==> src/hw/rtl/khz_pkg.sv <==
// Khazad cipher package: operation codes, controller-to-datapath command struct,
// the S-box, the H matrix row and the round functions shared by the datapath.
// No dependencies.
package khz_pkg;

   // Datapath operation codes
   typedef enum logic [2:0] {
      OP_IDLE      = 3'd0,
      OP_KEY       = 3'd1,
      OP_ENC_FIRST = 3'd2,
      OP_ENC_ROUND = 3'd3,
      OP_ENC_LAST  = 3'd4,
      OP_DEC_FIRST = 3'd5,
      OP_DEC_ROUND = 3'd6,
      OP_DEC_LAST  = 3'd7
   } op_type;

   // Command from the controller to the datapath
   typedef struct packed {
      op_type op;
      logic   out_load;
   } cmd_type;

   // Request type codes
   localparam logic REQ_ENCRYPT = 1'b0;
   localparam logic REQ_DECRYPT = 1'b1;

   localparam logic [7:0] SBOX [256] = '{
      8'hBA,8'h54,8'h2F,8'h74,8'h53,8'hD3,8'hD2,8'h4D,8'h50,8'hAC,8'h8D,8'hBF,8'h70,8'h52,8'h9A,8'h4C,
      8'hEA,8'hD5,8'h97,8'hD1,8'h33,8'h51,8'h5B,8'hA6,8'hDE,8'h48,8'hA8,8'h99,8'hDB,8'h32,8'hB7,8'hFC,
      8'hE3,8'h9E,8'h91,8'h9B,8'hE2,8'hBB,8'h41,8'h6E,8'hA5,8'hCB,8'h6B,8'h95,8'hA1,8'hF3,8'hB1,8'h02,
      8'hCC,8'hC4,8'h1D,8'h14,8'hC3,8'h63,8'hDA,8'h5D,8'h5F,8'hDC,8'h7D,8'hCD,8'h7F,8'h5A,8'h6C,8'h5C,
      8'hF7,8'h26,8'hFF,8'hED,8'hE8,8'h9D,8'h6F,8'h8E,8'h19,8'hA0,8'hF0,8'h89,8'h0F,8'h07,8'hAF,8'hFB,
      8'h08,8'h15,8'h0D,8'h04,8'h01,8'h64,8'hDF,8'h76,8'h79,8'hDD,8'h3D,8'h16,8'h3F,8'h37,8'h6D,8'h38,
      8'hB9,8'h73,8'hE9,8'h35,8'h55,8'h71,8'h7B,8'h8C,8'h72,8'h88,8'hF6,8'h2A,8'h3E,8'h5E,8'h27,8'h46,
      8'h0C,8'h65,8'h68,8'h61,8'h03,8'hC1,8'h57,8'hD6,8'hD9,8'h58,8'hD8,8'h66,8'hD7,8'h3A,8'hC8,8'h3C,
      8'hFA,8'h96,8'hA7,8'h98,8'hEC,8'hB8,8'hC7,8'hAE,8'h69,8'h4B,8'hAB,8'hA9,8'h67,8'h0A,8'h47,8'hF2,
      8'hB5,8'h22,8'hE5,8'hEE,8'hBE,8'h2B,8'h81,8'h12,8'h83,8'h1B,8'h0E,8'h23,8'hF5,8'h45,8'h21,8'hCE,
      8'h49,8'h2C,8'hF9,8'hE6,8'hB6,8'h28,8'h17,8'h82,8'h1A,8'h8B,8'hFE,8'h8A,8'h09,8'hC9,8'h87,8'h4E,
      8'hE1,8'h2E,8'hE4,8'hE0,8'hEB,8'h90,8'hA4,8'h1E,8'h85,8'h60,8'h00,8'h25,8'hF4,8'hF1,8'h94,8'h0B,
      8'hE7,8'h75,8'hEF,8'h34,8'h31,8'hD4,8'hD0,8'h86,8'h7E,8'hAD,8'hFD,8'h29,8'h30,8'h3B,8'h9F,8'hF8,
      8'hC6,8'h13,8'h06,8'h05,8'hC5,8'h11,8'h77,8'h7C,8'h7A,8'h78,8'h36,8'h1C,8'h39,8'h59,8'h18,8'h56,
      8'hB3,8'hB0,8'h24,8'h20,8'hB2,8'h92,8'hA3,8'hC0,8'h44,8'h62,8'h10,8'hB4,8'h84,8'h43,8'h93,8'hC2,
      8'h4A,8'hBD,8'h8F,8'h2D,8'hBC,8'h9C,8'h6A,8'h40,8'hCF,8'hA2,8'h80,8'h4F,8'h1F,8'hCA,8'hAA,8'h42
   };

   // First row of the involutional matrix H
   localparam logic [7:0] HROW [8] = '{8'h01, 8'h03, 8'h04, 8'h05, 8'h06, 8'h08, 8'h0B, 8'h07};

   // Multiply by x in GF(2^8) modulo 0x11D
   function automatic logic [7:0] xtime(input logic [7:0] a);
      xtime = {a[6:0], 1'b0} ^ (a[7] ? 8'h1D : 8'h00);
   endfunction

   // Multiply by a small constant (at most four bits wide)
   function automatic logic [7:0] gf_mul_const(input logic [7:0] a, input logic [7:0] c);
      logic [7:0] x;
      logic [7:0] r;
      x = a;
      r = 8'h00;
      for (int i = 0; i < 4; i++) begin
         if (c[i]) begin
            r = r ^ x;
         end
         x = xtime(x);
      end
      return r;
   endfunction

   // Byte-wise S-box layer
   function automatic logic [63:0] sub_layer(input logic [63:0] w);
      logic [63:0] r;
      for (int i = 0; i < 8; i++) begin
         r[63-8*i -: 8] = SBOX[w[63-8*i -: 8]];
      end
      return r;
   endfunction

   // Diffusion layer: multiply the byte row by H
   function automatic logic [63:0] mix_layer(input logic [63:0] w);
      logic [63:0] r;
      logic [7:0]  acc;
      for (int j = 0; j < 8; j++) begin
         acc = 8'h00;
         for (int i = 0; i < 8; i++) begin
            acc = acc ^ gf_mul_const(w[63-8*i -: 8], HROW[3'(i ^ j)]);
         end
         r[63-8*j -: 8] = acc;
      end
      return r;
   endfunction

   // Round constant: eight consecutive S-box entries starting at 8r
   function automatic logic [63:0] round_const(input logic [4:0] r);
      logic [63:0] c;
      for (int j = 0; j < 8; j++) begin
         c[63-8*j -: 8] = SBOX[{r, 3'(j)}];
      end
      return c;
   endfunction

endpackage

==> src/hw/rtl/khz_ctrl.sv <==
// Khazad controller: key schedule sequencing, round counting and the result
// valid flag. Drives the datapath through khz_pkg::cmd_type. Uses khz_pkg.
module khz_ctrl #(
   parameter int ROUNDS = 8,
   localparam int KIW = $clog2(ROUNDS + 1)
) (
   input  logic              clock,
   input  logic              reset,
   input  logic              req_valid,
   input  logic              req_type,
   input  logic              rsp_stall,
   input  logic              cfg_wr,
   output logic              req_stall,
   output logic              rsp_valid,
   output khz_pkg::cmd_type  cmd,
   output logic [KIW-1:0]    key_idx
);
   import khz_pkg::*;

   typedef enum logic [2:0] {
      ST_KEYGEN = 3'b001,
      ST_IDLE   = 3'b010,
      ST_RUN    = 3'b100
   } state_type;

   localparam logic [KIW-1:0] LAST_IDX = KIW'(ROUNDS);

   state_type      state_ff, state_in;
   logic [KIW-1:0] cnt_ff, cnt_in;
   logic           dir_ff, dir_in;
   logic           out_valid_ff, out_valid_in;
   logic           out_free;
   logic           req_take;

   assign out_free = !out_valid_ff || !rsp_stall;
   assign req_take = (state_ff == ST_IDLE) && req_valid && !cfg_wr;

   // Next state and command
   always_comb begin
      state_in = state_ff;
      cnt_in   = cnt_ff;
      dir_in   = dir_ff;
      cmd.op       = OP_IDLE;
      cmd.out_load = 1'b0;
      key_idx  = cnt_ff;
      case (state_ff)
         ST_KEYGEN: begin
            cmd.op = OP_KEY;
            cnt_in = cnt_ff + KIW'(1);
            if (cnt_ff == LAST_IDX) begin
               // schedule complete: park the counter at the first round key
               state_in = ST_IDLE;
               cnt_in   = '0;
            end
         end
         ST_IDLE: begin
            if (req_take) begin
               dir_in   = req_type;
               cnt_in   = KIW'(1);
               state_in = ST_RUN;
               if (req_type == REQ_DECRYPT) begin
                  cmd.op  = OP_DEC_FIRST;
                  key_idx = LAST_IDX;
               end else begin
                  cmd.op  = OP_ENC_FIRST;
                  key_idx = '0;
               end
            end
         end
         ST_RUN: begin
            key_idx = (dir_ff == REQ_DECRYPT) ? (LAST_IDX - cnt_ff) : cnt_ff;
            if (cnt_ff != LAST_IDX) begin
               cmd.op = (dir_ff == REQ_DECRYPT) ? OP_DEC_ROUND : OP_ENC_ROUND;
               cnt_in = cnt_ff + KIW'(1);
            end else if (out_free) begin
               // hold the last round until the result register is free
               cmd.op       = (dir_ff == REQ_DECRYPT) ? OP_DEC_LAST : OP_ENC_LAST;
               cmd.out_load = 1'b1;
               state_in     = ST_IDLE;
            end
         end
         default: begin
            state_in = ST_KEYGEN;
            cnt_in   = '0;
         end
      endcase
      // a key write restarts the schedule
      if (cfg_wr) begin
         state_in = ST_KEYGEN;
         cnt_in   = '0;
      end
   end

   // Result valid flag
   always_comb begin
      out_valid_in = out_valid_ff;
      if (cmd.out_load) begin
         out_valid_in = 1'b1;
      end else if (out_valid_ff && !rsp_stall) begin
         out_valid_in = 1'b0;
      end
   end

   always_ff @(posedge clock) begin
      if (reset) begin
         state_ff     <= ST_KEYGEN;
         cnt_ff       <= '0;
         dir_ff       <= REQ_ENCRYPT;
         out_valid_ff <= 1'b0;
      end else begin
         state_ff     <= state_in;
         cnt_ff       <= cnt_in;
         dir_ff       <= dir_in;
         out_valid_ff <= out_valid_in;
      end
   end

   assign req_stall = (state_ff != ST_IDLE) || cfg_wr;
   assign rsp_valid = out_valid_ff;

   // Never overwrite a result that is still waiting
   a_no_overwrite: assert property (@(posedge clock) disable iff (reset)
      cmd.out_load |-> out_free)
      else $error("result register overwritten while pending");

   // A key write always restarts the schedule from the first round key
   a_cfg_restart: assert property (@(posedge clock) disable iff (reset)
      cfg_wr |=> (state_ff == ST_KEYGEN) && (cnt_ff == '0))
      else $error("key write did not restart the schedule");

   // An accepted item starts its rounds with the round counter at one
   a_req_start: assert property (@(posedge clock) disable iff (reset)
      req_take |=> (state_ff == ST_RUN) && (cnt_ff == KIW'(1)))
      else $error("accepted item did not start its rounds");

   // A finished item waits in the last round while the result is blocked
   a_last_hold: assert property (@(posedge clock) disable iff (reset)
      (state_ff == ST_RUN) && (cnt_ff == LAST_IDX) && !out_free && !cfg_wr
      |=> (state_ff == ST_RUN) && (cnt_ff == LAST_IDX))
      else $error("last round left while result was blocked");

   // The counter never runs past the last round key
   a_cnt_range: assert property (@(posedge clock) disable iff (reset)
      (state_ff != ST_KEYGEN) |-> (cnt_ff <= LAST_IDX))
      else $error("round counter out of range");

endmodule

==> config.mk <==
export PLATFORM = sky130hd
export DESIGN_NAME = khz_ctrl
export DESIGN_NICKNAME = d
export VERILOG_FILES = /design/src/hw/rtl/khz_pkg.sv /design/src/hw/rtl/khz_ctrl.sv
export SDC_FILE = /design/constraint.sdc
export NUM_CORES = 1
export LEC_CHECK = 0
export BUFFER_PORTS_ARGS = -buffer_cell sky130_fd_sc_hd__buf_4
export CORE_MARGIN = 4
export CORE_UTILIZATION = 55
export CTS_BUF_LIST = sky130_fd_sc_hd__clkbuf_8
export DETAILED_ROUTE_END_ITERATION = 16
export PLACE_DENSITY = 0.86
export SYNTH_ARGS = -nofsm -noshare
export SYNTH_HDL_FRONTEND = slang
export SYNTH_SLANG_ARGS = --single-unit
==> constraint.sdc <==
create_clock -name clock -period 1.9 [get_ports clock]
set_input_delay 0.38 -clock clock [delete_from_list [all_inputs] [get_ports clock]]
set_output_delay 0.38 -clock clock [all_outputs]
set_load 0.01 [all_outputs]
==> metrics.txt <==
worst skew pair latency=0.24 ns; worst-path fanout max=4; Slew headroom=77.71%; Hold Vio Cnt, Final=0; CTS Hold Bufs=0; final clock skew=0.0004999 ns; Die ar.=0.002045 mm²; Synth Area in Adders=3.284%; Yosys reg bits=9; Peak Freq=486.0 MHz; CTS tree=built; Mean Syn Cell Area=8.282 µm²; run status=complete, but fails checks; worst min-delay path class=in2reg; post-layout util=81.06%; min-delay src=reset; core outline area=0.001301 mm²; grt met1 use=34.13%; ratio of cells with drive above 1 in the final layout=47.50%; clk root buf=clkbuf_8; top cell type's share of synthesized area=23.65%; ant diodes=0; RSZ-0062 raised after global routing=true; reg2reg end=cnt_ff[2]; Crit Path Class=reg2out; H-tree depth=1; EDFF count, synth=0; commonest non-fill, non-tap cells in the layout=buf_4 (31), nand2_1 (9), a21oi_1 (8), nand2b_1 (5), dfxtp_1 (5); Hold Slack=0.3188 ns; Post-Synth Simple-Gate Area=30.38%; clock transition at the registers of the reported paths=0.05 ns; WL final=2665 µm; Rows=13; Post-Syn Area=762.0 µm²; Post-Synth XOR/XNOR Area=1.149%; top cells by area, synth=dfxtp_1 (24%), buf_6 (7.4%), a21oi_1 (5.9%); Slew @ Worst Pin=0.3339 ns; largest family of logic cells by synthesized area=compound AO/OA/AOI/OAI gates; sequential area share after synthesis=23.65%; Chip Height=45.22 µm; WHS Path Cells=2; flop2flop setup slack=0.12 ns; worst endpoint data arrival time=1.68 ns; Synth async-reset ratio=0%; vias in the first global route=886; fin cells=135; Synth Net Count=100; Pwr Density=436.1 mW/mm²; pin count of the biggest net entering global routing=11; final net count=129; Worst EP required=1.52 ns; failing checks=negative setup slack; area leader, netlist=dfxtp_1; GRT Resource Usage Total=28.85%; first-pass GRT wire length=4181 µm; CP Capture Type=primary output; # IOs=16; Num CTS Buffers=3; mux cell area share after synthesis=0%; met3 usage=5.179%; Static Leak=0.0004055 µW; Reg2Reg Launch Point=cnt_ff[2]; via/cell ratio=6.600; Max IR drop VDD=0.3819 mV; Tcrit/Tclk final=108.3%; Synth Area in Compound Gates=30.54%; DRT iter0 DRCs=46; Pre-antenna DRT Iters=4; Max Cap Viol=0; hold endpoint=dir_ff; most common cell after layout, fill and taps aside=buf_4; fill count=67; R2R cell count=6; fin. max-slew vios=0; Die X=45.22 µm; antenna-violating nets left=0; clock sink count=9; Netlist cell types=43; synth warn=0; endpoints failing setup=5; via count=891; post-DP HPWL=1463 µm; layer carrying the most global-route usage=met2; RD Place Congestion=0.8766; Routed wire per std cell=19.74 µm; Synth Instances=92; total power=459.9 µW; # DRC=0; number of port buffers=15; crit start category=flip-flop; initial antenna violation count=0; GR Overflow Total=0; fin crit period=2.058 ns; Max clock buf depth=2; dpl cells=123; final setup margin=-0.1578 ns; Layout Area Growth over Synthesis=38.42%; Initial Util=58.56%; Main synth FF type=dfxtp_1; GR met2 Demand/Resource=47.74%
cell usage after synthesis, drive strengths merged, types with 2 or more instances:
master	instances
a211oi	2
a21oi	9
a22o	2
buf	7
dfxtp	9
ha	2
inv	3
nand2	9
nand2b	5
nand3	3
nand3b	3
nor2	3
nor2b	2
nor3	2
nor3b	2
o21ai	4
o22ai	2
worst max-delay path by stage:
stage | start | endpoint | cells past startpoint
2_1_floorplan | cnt_ff[0] | cmd[1] | 7
3_3_place_gp | cfg_wr | key_idx[2] | 6
3_5_place_dp | cfg_wr | key_idx[2] | 6
4_1_cts | state_ff[1] | key_idx[3] | 5
5_1_grt | state_ff[2] | key_idx[3] | 4
6_report | state_ff[2] | key_idx[3] | 4
through the flow:
stage | TNS, ns | setup slack [ns] | cell area (µm²)
after floorplan | 0 | 0.1146 | 762.0
after global placement | 0 | 0.09543 | 888.4
after detailed placement | 0 | 0.04494 | 888.4
after CTS | -0.04407 | -0.03099 | 1008
after global routing | -0.5069 | -0.1775 | 1055
final | -0.2774 | -0.1578 | 1055
layer usage:
layer / vias up / part of all wire, %
li1: 397 / -
met1: 414 / 38
met2: 63 / 48
met3: 17 / 9.2
met4: 0 / 4.4
met5: - / 0
cell type report:
cell class,instances,area (µm²),area share [%]
multi-input combinational,72,545.5,51.72
clock inverter,1,3.754,0.3559
timing repair buffer,32,244.0,23.13
clock buffer,3,41.29,3.915
sequential,9,190.2,18.03
tap,15,18.77,1.779
inverter,3,11.26,1.068
worst max-delay path, stage by stage (launching register included):
cell,delay (ns)
dfxtp_4,0.38
or3b_4,0.41
o21a_1,0.20
o211ai_1,0.26
buf_4,0.18
flip-flops by register name (all words and copies together), names as in the netlist:
signal	count
state_ff	3
cnt_ff	4
rsp_valid	1
dir_ff	1
cells by family (layout without fill, tap and decap cells):
| logic type | Yosys count | after routing |
|---|---|---|
| AND/OR/NAND/NOR | 38 | 38 |
| flip-flops | 9 | 9 |
| XOR/XNOR | 1 | 1 |
| AO/OA/AOI/OAI | 31 | 31 |
| adder cells (fa/ha/maj) | 2 | 2 |
| buffers and inverters | 11 | 39 |
where the power goes:
part           internal, µW  leakage (µW)  switching, µW
registers               189     0.0000744           1.53
logic                  23.0      0.000304           22.3
clock network           141     0.0000269           83.1
total                   353      0.000406            107
repair_timing:
| action | 4_1_cts | 5_1_grt |
|---|---|---|
| pin swaps | 7 | 4 |
| setup endpoints to repair | 7 | 7 |
| buffers inserted | 6 | 2 |
| cloned | 0 | 0 |
| gates resized for setup | 10 | 11 |
No activity file was read; power rests on OpenSTA's default activity.
